<file path="config.mk">
export PLATFORM = sky130hd
export DESIGN_NAME = ping_round_trip_monitor_flat
export DESIGN_NICKNAME = d
export VERILOG_FILES = /design/src/sv/prtm_pkg.sv /design/src/sv/prtm_if.sv /design/src/sv/prtm_divider.sv /design/src/sv/prtm_slot_table.sv /design/src/sv/prtm_window.sv /design/src/sv/ping_round_trip_monitor.sv /design/src/flat_wrapper.sv
export SDC_FILE = /design/constraint.sdc
export NUM_CORES = 2
export LEC_CHECK = 0
export ABC_AREA = 0
export BUFFER_PORTS_ARGS = -buffer_cell sky130_fd_sc_hd__buf_2
export CAP_MARGIN = 40
export CORE_AREA = 4 4 491 493
export DETAILED_ROUTE_END_ITERATION = 16
export DIE_AREA = 0 0 495 497
export HOLD_SLACK_MARGIN = 0.02
export PLACE_DENSITY = 0.64
export SLEW_MARGIN = 10
export SYNTH_ARGS = -nofsm -noshare
export SYNTH_HDL_FRONTEND = slang
export SYNTH_SLANG_ARGS = --single-unit
</file>
<file path="constraint.sdc">
create_clock -name clk -period 38.6 [get_ports clk]
set_input_delay 7.72 -clock clk [delete_from_list [all_inputs] [get_ports clk]]
set_output_delay 7.72 -clock clk [all_outputs]
set_load 0.05 [all_outputs]
</file>
<file path="src/sv/prtm_pkg.sv">
`timescale 1ns / 1ps
// ---------------------------------------------------------------------------
// prtm_pkg - ping round trip monitor shared definitions
// Item layouts, op codes and default sizes.
// ---------------------------------------------------------------------------
package prtm_pkg;

	localparam int SEQ_W  = 16;
	localparam int TIME_W = 32;
	localparam int CNT_W  = 32;

	localparam int PING_SLOT_COUNT_DEF = 16;
	localparam int AVERAGE_WINDOW_DEF  = 32;

	typedef enum logic [1:0] {
		OP_PING  = 2'd0,
		OP_PONG  = 2'd1,
		OP_CLEAR = 2'd2,
		OP_NONE  = 2'd3
	} op_t;

	typedef struct packed {
		op_t               op;
		logic [TIME_W-1:0] now_us;
		logic [SEQ_W-1:0]  pong_seq;
		logic [TIME_W-1:0] pong_stamp;
	} cmd_t;

	typedef struct packed {
		logic [SEQ_W-1:0]  ping_seq;
		logic [TIME_W-1:0] ping_stamp;
		logic              pong_matched;
		logic [CNT_W-1:0]  sent_count;
		logic [CNT_W-1:0]  answered_count;
		logic [CNT_W-1:0]  lost_count;
		logic [TIME_W-1:0] rtt_last;
		logic [TIME_W-1:0] rtt_average;
		logic [TIME_W-1:0] rtt_peak;
	} rpt_t;

endpackage

</file>
<file path="src/sv/prtm_if.sv">
`timescale 1ns / 1ps
// ---------------------------------------------------------------------------
// prtm_if - command and report channels
// Valid/ready channels carrying one item each.
// ---------------------------------------------------------------------------
interface prtm_cmd_if;
	import prtm_pkg::*;

	logic valid;
	logic ready;
	cmd_t data;

	modport source (output valid, output data, input ready);
	modport sink   (input valid, input data, output ready);
endinterface

interface prtm_rpt_if;
	import prtm_pkg::*;

	logic valid;
	logic ready;
	rpt_t data;

	modport source (output valid, output data, input ready);
	modport sink   (input valid, input data, output ready);
endinterface

</file>
<file path="src/sv/prtm_divider.sv">
`timescale 1ns / 1ps
// ---------------------------------------------------------------------------
// prtm_divider - bit-serial restoring divider
// One quotient bit per cycle over a programmable number of leading bits.
// ---------------------------------------------------------------------------
module prtm_divider #(
	parameter int NUM_W  = 37,
	parameter int DEN_W  = 6,
	parameter int STEP_W = 6
) (
	input  logic              clk,
	input  logic              arst_n,
	input  logic              start,
	input  logic [NUM_W-1:0]  num,
	input  logic [DEN_W-1:0]  den,
	input  logic [STEP_W-1:0] steps,
	output logic              busy,
	output logic              done,
	output logic [NUM_W-1:0]  quot
);

	logic [NUM_W-1:0]  num_q;
	logic [NUM_W-1:0]  quot_q;
	logic [DEN_W-1:0]  den_q;
	logic [DEN_W-1:0]  rem_q;
	logic [STEP_W-1:0] cnt_q;
	logic              busy_q;

	logic [DEN_W:0] trial;
	logic [DEN_W:0] diff;
	logic           ge;

	assign trial = {rem_q, num_q[NUM_W-1]};
	assign diff  = trial - {1'b0, den_q};
	assign ge    = trial >= {1'b0, den_q};

	assign busy = busy_q;
	assign done = busy_q && (cnt_q == '0);
	assign quot = quot_q;

	always_ff @(posedge clk or negedge arst_n) begin
		if (!arst_n) begin
			busy_q <= 1'b0;
			cnt_q  <= '0;
		end else if (start) begin
			busy_q <= 1'b1;
			cnt_q  <= steps;
		end else if (busy_q) begin
			if (cnt_q == '0) begin
				busy_q <= 1'b0;
			end else begin
				cnt_q <= cnt_q - STEP_W'(1);
			end
		end
	end

	always_ff @(posedge clk) begin
		if (start) begin
			num_q  <= num;
			den_q  <= den;
			rem_q  <= '0;
			quot_q <= '0;
		end else if (busy_q && (cnt_q != '0)) begin
			num_q  <= {num_q[NUM_W-2:0], 1'b0};
			quot_q <= {quot_q[NUM_W-2:0], ge};
			rem_q  <= ge ? diff[DEN_W-1:0] : trial[DEN_W-1:0];
		end
	end

endmodule

</file>
<file path="src/sv/prtm_slot_table.sv">
`timescale 1ns / 1ps
// ---------------------------------------------------------------------------
// prtm_slot_table - outstanding ping slots
// Stamp memory with registered read, plus pending flags cleared at once.
// ---------------------------------------------------------------------------
module prtm_slot_table #(
	parameter int SLOTS = 16
) (
	input  logic                       clk,
	input  logic                       arst_n,
	input  logic                       clr,
	input  logic [$clog2(SLOTS)-1:0]   addr,
	input  logic                       rd_en,
	input  logic                       stamp_we,
	input  logic [prtm_pkg::TIME_W-1:0] wr_stamp,
	input  logic                       pend_set,
	input  logic                       pend_clr,
	output logic [prtm_pkg::TIME_W-1:0] rd_stamp,
	output logic                       rd_pend
);
	import prtm_pkg::*;

	logic [TIME_W-1:0] mem [SLOTS];
	logic [TIME_W-1:0] rd_stamp_q;
	logic [SLOTS-1:0]  pend_q;
	logic              rd_pend_q;

	assign rd_stamp = rd_stamp_q;
	assign rd_pend  = rd_pend_q;

	always_ff @(posedge clk) begin
		if (stamp_we) begin
			mem[addr] <= wr_stamp;
		end
		if (rd_en) begin
			rd_stamp_q <= mem[addr];
		end
	end

	always_ff @(posedge clk or negedge arst_n) begin
		if (!arst_n) begin
			pend_q    <= '0;
			rd_pend_q <= 1'b0;
		end else begin
			if (clr) begin
				pend_q <= '0;
			end else if (pend_set) begin
				pend_q[addr] <= 1'b1;
			end else if (pend_clr) begin
				pend_q[addr] <= 1'b0;
			end
			if (rd_en) begin
				rd_pend_q <= pend_q[addr];
			end
		end
	end

endmodule

</file>
<file path="src/sv/prtm_window.sv">
`timescale 1ns / 1ps
// ---------------------------------------------------------------------------
// prtm_window - round trip moving window
// Sample memory, running sum, fill count and write pointer.
// ---------------------------------------------------------------------------
module prtm_window #(
	parameter int WIN = 32
) (
	input  logic                        clk,
	input  logic                        arst_n,
	input  logic                        clr,
	input  logic                        rd_en,
	input  logic                        upd,
	input  logic [prtm_pkg::TIME_W-1:0] rtt,
	output logic [31+$clog2(WIN):0]     sum,
	output logic [$clog2(WIN+1)-1:0]    fill
);
	import prtm_pkg::*;

	localparam int FILL_W = $clog2(WIN + 1);
	localparam int PTR_W  = (WIN > 1) ? $clog2(WIN) : 1;
	localparam int SUM_W  = 32 + $clog2(WIN);

	logic [TIME_W-1:0] mem [WIN];
	logic [TIME_W-1:0] old_q;
	logic [PTR_W-1:0]  ptr_q;
	logic [FILL_W-1:0] fill_q;
	logic [SUM_W-1:0]  sum_q;

	logic             full;
	logic [SUM_W-1:0] old_ext;
	logic [SUM_W-1:0] sum_nxt;

	assign full    = fill_q == FILL_W'(WIN);
	assign old_ext = full ? SUM_W'(old_q) : '0;
	assign sum_nxt = sum_q - old_ext + SUM_W'(rtt);
	assign sum     = sum_q;
	assign fill    = fill_q;

	always_ff @(posedge clk) begin
		if (upd) begin
			mem[ptr_q] <= rtt;
		end
		if (rd_en) begin
			old_q <= mem[ptr_q];
		end
	end

	always_ff @(posedge clk or negedge arst_n) begin
		if (!arst_n) begin
			ptr_q  <= '0;
			fill_q <= '0;
			sum_q  <= '0;
		end else if (clr) begin
			ptr_q  <= '0;
			fill_q <= '0;
			sum_q  <= '0;
		end else if (upd) begin
			sum_q <= sum_nxt;
			if (!full) begin
				fill_q <= fill_q + FILL_W'(1);
			end
			if (ptr_q == PTR_W'(WIN - 1)) begin
				ptr_q <= '0;
			end else begin
				ptr_q <= ptr_q + PTR_W'(1);
			end
		end
	end

endmodule

</file>
<file path="src/sv/ping_round_trip_monitor.sv">
`timescale 1ns / 1ps
// Accept to report valid: a ping or an unmatched pong passes ST_MOD, ST_CHK and
// ST_FIN; a matched pong adds ST_WIN, ST_DST and ST_DIV, where the bit-serial
// average divide takes one step per sum bit; a clear or an unused op goes to
// ST_FIN, which waits while an earlier report is untaken. One item is in flight
// at a time and holds the input until idle; a new item is taken while the report
// waits. Reset is asynchronous: pending flags, counters and statistics clear.
// ---------------------------------------------------------------------------
// ping_round_trip_monitor - link quality monitor
// Tracks issued pings, matches pongs and keeps round trip statistics.
// ---------------------------------------------------------------------------
module ping_round_trip_monitor #(
	parameter int PING_SLOT_COUNT = prtm_pkg::PING_SLOT_COUNT_DEF,
	parameter int AVERAGE_WINDOW  = prtm_pkg::AVERAGE_WINDOW_DEF
) (
	input  logic       clk,
	input  logic       arst_n,
	prtm_cmd_if.sink   cmd,
	prtm_rpt_if.source rpt
);
	import prtm_pkg::*;

	localparam int SLOT_W     = $clog2(PING_SLOT_COUNT);
	localparam int FILL_W     = $clog2(AVERAGE_WINDOW + 1);
	localparam int SUM_W      = 32 + $clog2(AVERAGE_WINDOW);
	localparam int STEP_W     = $clog2(SUM_W + 1);
	localparam int SLOT_SHIFT = SEQ_W + SLOT_W;
	localparam int MAG_W      = SEQ_W + 1;
	localparam int PROD_W     = SEQ_W + MAG_W;
	localparam logic [MAG_W-1:0] SLOT_MAGIC =
		MAG_W'((2 ** SLOT_SHIFT + PING_SLOT_COUNT - 1) / PING_SLOT_COUNT);

	typedef enum logic [7:0] {
		ST_IDLE = 8'b0000_0001,
		ST_MOD  = 8'b0000_0010,
		ST_CHK  = 8'b0000_0100,
		ST_WIN  = 8'b0000_1000,
		ST_DST  = 8'b0001_0000,
		ST_DIV  = 8'b0010_0000,
		ST_FIN  = 8'b0100_0000,
		ST_HOLD = 8'b1000_0000
	} state_t;

	state_t state_q;
	state_t state_nxt;

	op_t               op_q;
	logic [TIME_W-1:0] now_q;
	logic [TIME_W-1:0] pstamp_q;
	logic [SEQ_W-1:0]  seq_q;
	logic [SEQ_W-1:0]  quo_q;
	logic [SLOT_W-1:0] slot_q;
	logic [TIME_W-1:0] rtt_q;
	logic [SEQ_W-1:0]  res_seq_q;
	logic [TIME_W-1:0] res_stamp_q;
	logic              match_q;

	logic [SEQ_W-1:0]  next_seq_q;
	logic [CNT_W-1:0]  sent_q;
	logic [CNT_W-1:0]  ans_q;
	logic [CNT_W-1:0]  lost_q;
	logic [TIME_W-1:0] last_q;
	logic [TIME_W-1:0] mean_q;
	logic [TIME_W-1:0] max_q;

	logic out_vld_q;
	rpt_t out_q;

	logic accept;
	logic clear_cmd;
	logic fin_go;
	logic hit;
	logic is_ping_chk;
	logic [SEQ_W-1:0]  seq_sel;
	logic [TIME_W-1:0] rtt_new;
	logic [PROD_W-1:0] slot_prod;
	logic [SEQ_W-1:0]  slot_quo;
	logic [SEQ_W-1:0]  slot_rem;

	logic              div_start;
	logic              div_busy;
	logic              div_done;
	logic [SUM_W-1:0]  div_quot;

	logic [SLOT_W-1:0] tbl_addr;
	logic [TIME_W-1:0] tbl_stamp;
	logic              tbl_pend;

	logic [SUM_W-1:0]  win_sum;
	logic [FILL_W-1:0] win_fill;

	assign cmd.ready = state_q == ST_IDLE;
	assign accept    = cmd.valid && cmd.ready;
	assign clear_cmd = accept && (cmd.data.op == OP_CLEAR);
	assign fin_go    = (state_q == ST_FIN) && (!out_vld_q || rpt.ready);

	assign is_ping_chk = (state_q == ST_CHK) && (op_q == OP_PING);
	assign hit = (state_q == ST_CHK) && (op_q == OP_PONG) && tbl_pend
		&& (tbl_stamp == pstamp_q);
	assign rtt_new = now_q - tbl_stamp;

	// slot index: sequence mod slot count by reciprocal multiply, exact for 16 bits
	assign seq_sel   = (cmd.data.op == OP_PING) ? next_seq_q : cmd.data.pong_seq;
	assign slot_prod = PROD_W'(seq_sel) * PROD_W'(SLOT_MAGIC);
	assign slot_quo  = SEQ_W'(slot_prod >> SLOT_SHIFT);
	assign slot_rem  = seq_q - quo_q * SEQ_W'(PING_SLOT_COUNT);
	assign tbl_addr  = (state_q == ST_MOD) ? slot_rem[SLOT_W-1:0] : slot_q;

	assign div_start = state_q == ST_DST;

	prtm_divider #(
		.NUM_W  (SUM_W),
		.DEN_W  (FILL_W),
		.STEP_W (STEP_W)
	) u_div (
		.clk    (clk),
		.arst_n (arst_n),
		.start  (div_start),
		.num    (win_sum),
		.den    (win_fill),
		.steps  (STEP_W'(SUM_W)),
		.busy   (div_busy),
		.done   (div_done),
		.quot   (div_quot)
	);

	prtm_slot_table #(
		.SLOTS (PING_SLOT_COUNT)
	) u_slots (
		.clk      (clk),
		.arst_n   (arst_n),
		.clr      (clear_cmd),
		.addr     (tbl_addr),
		.rd_en    (state_q == ST_MOD),
		.stamp_we (is_ping_chk),
		.wr_stamp (now_q),
		.pend_set (is_ping_chk),
		.pend_clr (hit),
		.rd_stamp (tbl_stamp),
		.rd_pend  (tbl_pend)
	);

	prtm_window #(
		.WIN (AVERAGE_WINDOW)
	) u_win (
		.clk    (clk),
		.arst_n (arst_n),
		.clr    (clear_cmd),
		.rd_en  (hit),
		.upd    (state_q == ST_WIN),
		.rtt    (rtt_q),
		.sum    (win_sum),
		.fill   (win_fill)
	);

	always_comb begin
		state_nxt = state_q;
		case (state_q)
			ST_IDLE: begin
				if (accept) begin
					if (cmd.data.op == OP_PING || cmd.data.op == OP_PONG) begin
						state_nxt = ST_MOD;
					end else begin
						state_nxt = ST_FIN;
					end
				end
			end
			ST_MOD:  state_nxt = ST_CHK;
			ST_CHK:  state_nxt = hit ? ST_WIN : ST_FIN;
			ST_WIN:  state_nxt = ST_DST;
			ST_DST:  state_nxt = ST_DIV;
			ST_DIV: begin
				if (div_done) begin
					state_nxt = ST_FIN;
				end
			end
			ST_FIN: begin
				if (fin_go) begin
					state_nxt = ST_IDLE;
				end
			end
			default: state_nxt = ST_IDLE;
		endcase
	end

	always_ff @(posedge clk or negedge arst_n) begin
		if (!arst_n) begin
			state_q    <= ST_IDLE;
			out_vld_q  <= 1'b0;
			next_seq_q <= '0;
			sent_q     <= '0;
			ans_q      <= '0;
			lost_q     <= '0;
			last_q     <= '0;
			mean_q     <= '0;
			max_q      <= '0;
		end else begin
			state_q <= state_nxt;
			if (fin_go) begin
				out_vld_q <= 1'b1;
			end else if (rpt.ready) begin
				out_vld_q <= 1'b0;
			end
			if (clear_cmd) begin
				next_seq_q <= '0;
				sent_q     <= '0;
				ans_q      <= '0;
				lost_q     <= '0;
				last_q     <= '0;
				mean_q     <= '0;
				max_q      <= '0;
			end
			if (is_ping_chk) begin
				next_seq_q <= next_seq_q + SEQ_W'(1);
				sent_q     <= sent_q + CNT_W'(1);
				lost_q     <= lost_q + CNT_W'(tbl_pend);
			end
			if (hit) begin
				ans_q  <= ans_q + CNT_W'(1);
				last_q <= rtt_new;
			end
			if (state_q == ST_WIN && rtt_q > max_q) begin
				max_q <= rtt_q;
			end
			if (state_q == ST_DIV && div_done) begin
				mean_q <= div_quot[TIME_W-1:0];
			end
		end
	end

	always_ff @(posedge clk) begin
		if (accept) begin
			op_q        <= cmd.data.op;
			now_q       <= cmd.data.now_us;
			pstamp_q    <= cmd.data.pong_stamp;
			seq_q       <= seq_sel;
			quo_q       <= slot_quo;
			res_seq_q   <= '0;
			res_stamp_q <= '0;
			match_q     <= 1'b0;
		end
		if (state_q == ST_MOD) begin
			slot_q <= slot_rem[SLOT_W-1:0];
		end
		if (is_ping_chk) begin
			res_seq_q   <= next_seq_q;
			res_stamp_q <= now_q;
		end
		if (hit) begin
			match_q <= 1'b1;
			rtt_q   <= rtt_new;
		end
		if (fin_go) begin
			out_q.ping_seq       <= res_seq_q;
			out_q.ping_stamp     <= res_stamp_q;
			out_q.pong_matched   <= match_q;
			out_q.sent_count     <= sent_q;
			out_q.answered_count <= ans_q;
			out_q.lost_count     <= lost_q;
			out_q.rtt_last       <= last_q;
			out_q.rtt_average    <= mean_q;
			out_q.rtt_peak       <= max_q;
		end
	end

	assign rpt.valid = out_vld_q;
	assign rpt.data  = out_q;

	a_idle_div_free: assert property (@(posedge clk) disable iff (!arst_n)
		(state_q == ST_IDLE) |-> !div_busy)
		else $error("divider busy while accepting");

	a_clear_zeroes: assert property (@(posedge clk) disable iff (!arst_n)
		clear_cmd |=> (sent_q == '0) && (win_fill == '0) && (max_q == '0))
		else $error("clear left statistics behind");

	a_fill_bound: assert property (@(posedge clk) disable iff (!arst_n)
		win_fill <= FILL_W'(AVERAGE_WINDOW))
		else $error("window fill overrun");

	a_mean_le_peak: assert property (@(posedge clk) disable iff (!arst_n)
		(state_q == ST_FIN) |-> (mean_q <= max_q))
		else $error("average above peak");

endmodule

</file>
<file path="src/flat_wrapper.sv">
// flat-port wrapper written by rule: the top's interface ports become plain ports
module ping_round_trip_monitor_flat import prtm_pkg::*;
#(
	parameter int PING_SLOT_COUNT = prtm_pkg::PING_SLOT_COUNT_DEF,
	parameter int AVERAGE_WINDOW  = prtm_pkg::AVERAGE_WINDOW_DEF
)
  (clk, arst_n, cmd_valid, cmd_data, cmd_ready, rpt_valid, rpt_data, rpt_ready);
  prtm_cmd_if cmd_i ();
  prtm_rpt_if rpt_i ();
  input  logic clk;
  input  logic arst_n;
  input wire logic [$bits(cmd_i.valid)-1:0] cmd_valid;
  input wire logic [$bits(cmd_i.data)-1:0] cmd_data;
  output wire logic [$bits(cmd_i.ready)-1:0] cmd_ready;
  output wire logic [$bits(rpt_i.valid)-1:0] rpt_valid;
  output wire logic [$bits(rpt_i.data)-1:0] rpt_data;
  input wire logic [$bits(rpt_i.ready)-1:0] rpt_ready;
  assign cmd_i.valid = cmd_valid;
  assign cmd_i.data = cmd_data;
  assign cmd_ready = cmd_i.ready;
  assign rpt_valid = rpt_i.valid;
  assign rpt_data = rpt_i.data;
  assign rpt_i.ready = rpt_ready;
  ping_round_trip_monitor #(.PING_SLOT_COUNT(PING_SLOT_COUNT), .AVERAGE_WINDOW(AVERAGE_WINDOW)) u_core (.clk(clk), .arst_n(arst_n), .cmd(cmd_i), .rpt(rpt_i));
endmodule
</file>
### Word-level counts from Yosys, hierarchy flattened

Memory sizes are Yosys's and may differ from the RTL's. A register that Yosys moved wholly into a read port is not among the register bits.
Index checks and enable logic that the tools add are counted.

| storage, ports and cells | value |
|---|---|
| memories | 2 |
| register bits | 766 |
| RAM bits | 1536 |
| logic and storage cells | 161 |
| bits of input ports | 86 |

Memory list:

| name | words | bits a word | read ports | clocked after memory_dff | write ports | line | text |
|---|---|---|---|---|---|---|---|
| u_core.u_win.mem | 32 | 32 | 1 | 1 | 1 | prtm_window.sv:24 | `logic [TIME_W-1:0] mem [WIN];` |
| u_core.u_slots.mem | 16 | 32 | 1 | 1 | 1 | prtm_slot_table.sv:23 | `logic [TIME_W-1:0] mem [SLOTS];` |

| operators by class | value |
|---|---|
| order comparisons | 4 |
| $add $sub $neg | 12 |
| equal/unequal tests | 18 |
| bitwise gates (word level) | 3 |
| reductions and logical operators | 32 |
| mux-type cells | 52 |

Operators with widths:

| kind | count |
|---|---|
| 2-to-1 mux 32 bit | 10 |
| 2-to-1 mux 37 bit | 4 |
| 2-to-1 mux 16 bit | 7 |
| adder 32 x 1 -> 32 bit, second input constant | 2 |
| one-hot mux 8 bit (7 select lines) | 1 |
| 2-to-1 mux 6 bit | 7 |
| adder 37 x 32 -> 37 bit | 1 |
| subtractor 37 x 32 -> 37 bit | 1 |
| adder 32 x 1 -> 32 bit | 1 |
| equality test 32 bit | 1 |
| greater-than comparator 32 bit | 1 |
| subtractor 32 bit | 1 |
| 2-to-1 mux 8 bit | 3 |
| nonzero test 2 bit | 9 |
| adder 16 x 1 -> 16 bit, second input constant | 1 |
| bitwise AND 16 bit | 1 |
| inverter 16 bit | 1 |
| OR 16 bit | 1 |
| 2-to-1 mux 5 bit | 3 |
| 2-to-1 mux 7 bit | 2 |
| logical AND 1 bit | 12 |
| 2-to-1 mux 1 bit | 11 |
| equality test 8 x 1 -> 1 bit, second input constant | 1 |
| equality test 8 x 2 -> 1 bit, second input constant | 1 |
| other kinds (30) | 38 |

### Logic depth before layout (Yosys ltp)

| logic depth | value |
|---|---|
| word-level depth | 11 |
| gate-level depth with buffers | 20 |
| mapped depth without buffers | 19 |

### By module

Synthesis repeated with hierarchy kept, for this count alone.

| unflattened totals | value |
|---|---|
| cell total of the unflattened synthesis | 5410 |
| area total of the unflattened synthesis | 94752.1 µm² |

Modules (own cells, without submodules):

| module | instances | sequential area each (µm²) | area each (µm²) | cells an instance |
|---|---|---|---|---|
| prtm_window | 1 | 32911.6 | 44759.2 | 2294 |
| ping_round_trip_monitor | 1 | 17247.8 | 24963.9 | 1904 |
| prtm_slot_table | 1 | 16761.1 | 21121.5 | 863 |
| prtm_divider | 1 | 2327.2 | 3907.5 | 349 |

### Worst setup path before layout

Ideal clock, no wire load.

| timing | value |
|---|---|
| path type | input to register |
| start point | input rpt_ready |
| end point | register u_core.out_q, in the netlist u_core.rpt.data[0], enable pin |
| data required time | 37728 ps |
| arrival time | 18391 ps |
| path buffers | 0 |
| stages on the path | 2 |
| slack | 19338 ps |
| cells stage by stage | nand2b_1 -> nor2b_1 |

| between the ends | value |
|---|---|
| cells in the longest elaborated chain, start to end | 2 |

Ends and longest elaborated chain:

| item | line | text |
|---|---|---|
| from (decl) | flat_wrapper.sv:17 | `input wire logic [$bits(rpt_i.ready)-1:0] rpt_ready;` |
| logical OR 1 bit | ping_round_trip_monitor.sv:95 | `assign fin_go = (state_q == ST_FIN) && (!out_vld_q \|\| rpt.ready);` |
| logical AND 1 bit | ping_round_trip_monitor.sv:95 |  |
| named net u_core.fin_go | ping_round_trip_monitor.sv:71 | `logic fin_go;` |
| to (decl) | ping_round_trip_monitor.sv:67 | `rpt_t out_q;` |

The timed path passes the listed nets, and every way through them passes these cells.
A chain may end at the register's enable or synchronous reset.

### Worst setup path in the final report

| timing | value |
|---|---|
| start point | register u_core.state_q[2] |
| end point | output cmd_ready |

| between the ends | value |
|---|---|
| cells in the longest elaborated chain, start to end | 1 |

Ends and longest elaborated chain:

| item | line | text |
|---|---|---|
| from (decl) | ping_round_trip_monitor.sv:44 | `state_t state_q;` |
| from (signal assigned) | ping_round_trip_monitor.sv:198 | `state_q <= state_nxt;` |
| equality test 8 x 1 -> 1 bit | ping_round_trip_monitor.sv:92 | `assign cmd.ready = state_q == ST_IDLE;` |
| to (decl) | flat_wrapper.sv:14 | `output wire logic [$bits(cmd_i.ready)-1:0] cmd_ready;` |

Every way passes these cells.

==> metrics.cfg <==
[sta]
worstMarginPinSlew_ns = 1.03
rsz0062_at_grt = no
slew_headroom_pct = 31.7
drv_slew = 0
final_hold_viol_count = 0
fin_skew_ns = 0.0670
setup_tns_ns = 0
period_needed_ns = 10.41
setup_viol = 0
min_period_over_period_pct = 27.0
fmax_ghz = 0.0961

[synthesis]
netlist_top_cells_area = edfxtp_1 65%, dfrtp_1 7.6%, mux4_2 6.1%
synthCells = 6071
yosys-top-cells-count = 2034 x edfxtp_1, 860 x nand2_1, 287 x dfrtp_1
async_flop_share_pct = 12.2
syn_area_um2 = 94300
ys.flop_type = edfxtp_1
ys_seq_area_share_pct = 73.3
synth_edf_count = 2034
synth_cell_types = 73
synth_top_cell_by_area = edfxtp_1
synth_top_area_share_pct = 64.7
syn_nets = 6310
synth_warnings = 0
synth_most_common_cell = edfxtp_1
ys_ff_latch = 2365
avgSynthCellArea_um2 = 15.5

[grt]
grt_pass1_vias = 53200
grt_overflow = 0
grt_pass1_wl_um = 361000
grt_usage_pct = 19.7
grt_max_degree = 176
antenna_found_initial = 4

[place]
place_inst = 9432
gp_congestion = 0.870
placed_area_um2 = 101000
port_buffers = 316
hpwlAfterDp_um = 150000

[clock_network]
cts_tree = done
post_cts_resized = 0
cts_sinks = 2365
cts-htree-levels = 4
ctsRootBufferMaster = clkbuf_16
clock_latency_ns = 0.87
cts.clk_slew.worst_paths_ns = 0.06
cts_max_path_buffers = 3
cts_setup_buffers = 0
cts_hold_buf = 0
cts_buffers = 221

[floorplanning]
fp.dieW_um = 495
die_area_um2 = 246000
fp.dieH_um = 497
core-area_um2 = 237000
start_util_pct = 39.8
io_pins = 329
rows = 179

[power]
peakVddDrop_v = 0.0000856
pwr_density_cell_nw_per_um2 = 62.8
p_leak_nw = 38.1

[setup_path]
worstPathCellList = nor2_1 -> nor4b_1 -> and3b_1 -> buf_2
startpoint_type = flip-flop
crit_path_end_kind = primary output
cp.required_ns = 30.88
path_max_fanout = 6
critPathMaxStageDelay_ns = 0.46
r2r_setup_slack_ns = 32.92
critical_path_arrival_ns = 2.69
cp_slowest_cell = nor4b_1
crit_type = reg -> out

[detailed_routing]
postRouteAntennaNets = 0
vias = 54600
drt_iter0_drc = 6243
wirelength_um = 247000
drt_pass1_iterations = 5
vias_per_cell = 5.54
wire_per_inst_um = 25.1
route.detailed.drc = 0

[finish]
drive_gt1_share_pct = 17.8
instances_no_fill = 9853
multi_input_area_um2 = 23600
area_growth_pct = 14.9
nets = 6730
fill_cells = 20400
final_area_um2 = 108000
regArea_um2 = 69200

[hold_path]
hp-class = reg -> reg

[run_status]
status = complete, no violations

[flow_run]
timing.max_cap.violations = 0

report_power, final:
group          internal (W)  leakage, nW  switching, W  total (W)
Sequential          0.00299         22.7      0.000143    0.00313
Clock               0.00123         3.59      0.000963    0.00219
Combinational      0.000509         11.8      0.000976    0.00149
area by class of cell:
class	instances	area share, %
multi-input combinational	3153	21.7
tap	3167	3.66
timing repair buffer	500	3.09
inverter	250	0.874
clock buffer	289	5.51
antenna	2	0.00462
sequential	2365	63.8
clock inverter	127	1.30
path summary, 6_finish.rpt:
path | end | depth (start not counted) | from
max | cmd_ready | 4 | u_core.state_q[2]
min in group asynchronous | u_core.mean_q[14] | 1 | arst_n
min reg2reg | u_core.rpt.data[206] | 0 | u_core.res_stamp_q[13]
max in group asynchronous | u_core.u_slots.pend_q[4] | 2 | arst_n
min | u_core.rpt.data[206] | 0 | u_core.res_stamp_q[13]
max reg2reg | u_core.u_slots.mem[6][5] | 8 | u_core.state_q[3]
through the flow:
| step | hold WS (ns) | total power (W) | util, % | setup slack (ns) |
|---|---|---|---|---|
| 6_report | 0.385 | 0.00681 | 45.7 | 28.19 |
| 5_1_grt | 0.398 | 0.00709 | 45.7 | 28.05 |
| 4_1_cts | 0.382 | 0.00684 | 45.7 | 28.18 |
| 3_5_place_dp | 0.405 | 0.00466 | 42.6 | 27.90 |
| 3_3_place_gp | 0.404 | 0.00461 | 42.4 | 27.99 |
| 2_1_floorplan | 0.400 | 0.00415 | - | 19.34 |
cells by family (layout without fill, tap and decap cells):
kind of cell / count (synthesis) / in the layout / synth area share, %
buffers and inverters: 553 / 1166 / 2.27
muxes: 347 / 347 / 7.10
xor gates and xnor gates: 109 / 109 / 1.01
DFF: 2365 / 2365 / 73.3
adders and majority gates: 153 / 153 / 2.30
AOI/OAI and AO/OA: 847 / 847 / 5.73
other: 0 / 2 / 0
and+or+nand+nor: 1697 / 1697 / 8.30
sequential cells by signal (all words and copies together) (netlist names), 37 cells and up:
register,cells
u_core.rpt.data,241
u_core.u_div.num_q,37
u_core.u_slots.mem,512
u_core.u_win.mem,1024
u_core.u_win.sum,37
critical path: cells and delay by family (launching register included):
| family | cells | cell delay, ns |
|---|---|---|
| buffers and inverters | 1 | 0.36 |
| and+or+nand+nor | 3 | 1.05 |
| DFF | 1 | 0.43 |
cells in the final DEF (no fill, tap or decap), drive strengths merged, types with 11 or more instances in the layout:
cell and count:
dfrtp 287, o211ai 44, a32oi 32, clkinv 98
inv 252, nor2b 17, o31ai 27, xnor2 55
edfxtp 2034, nor2 145, nand4 105, and3 126
dfxtp 43, o21ai 283, buf 498, or3 11
o21bai 15, nor3 26, clkbuf 290, mux2i 85
fa 34, and2 44, xor2 54, a21o 66
ha 119, nand3 281, mux4 257, bufinv 20
a22oi 129, nand2b 16, a31oi 44, nand2 860
nor4 15, a21oi 125, a311oi 34
layer usage:
layer  track usage, %  vias up  part of all wire (%)
met3             3.15      436                   7.5
met5                0        -                     0
met4             6.87        0                   3.7
met1             27.4    28000                    41
li1                 -    23900                     -
met2             31.6     2234                    48
No activity file was read; power rests on OpenSTA's default activity.
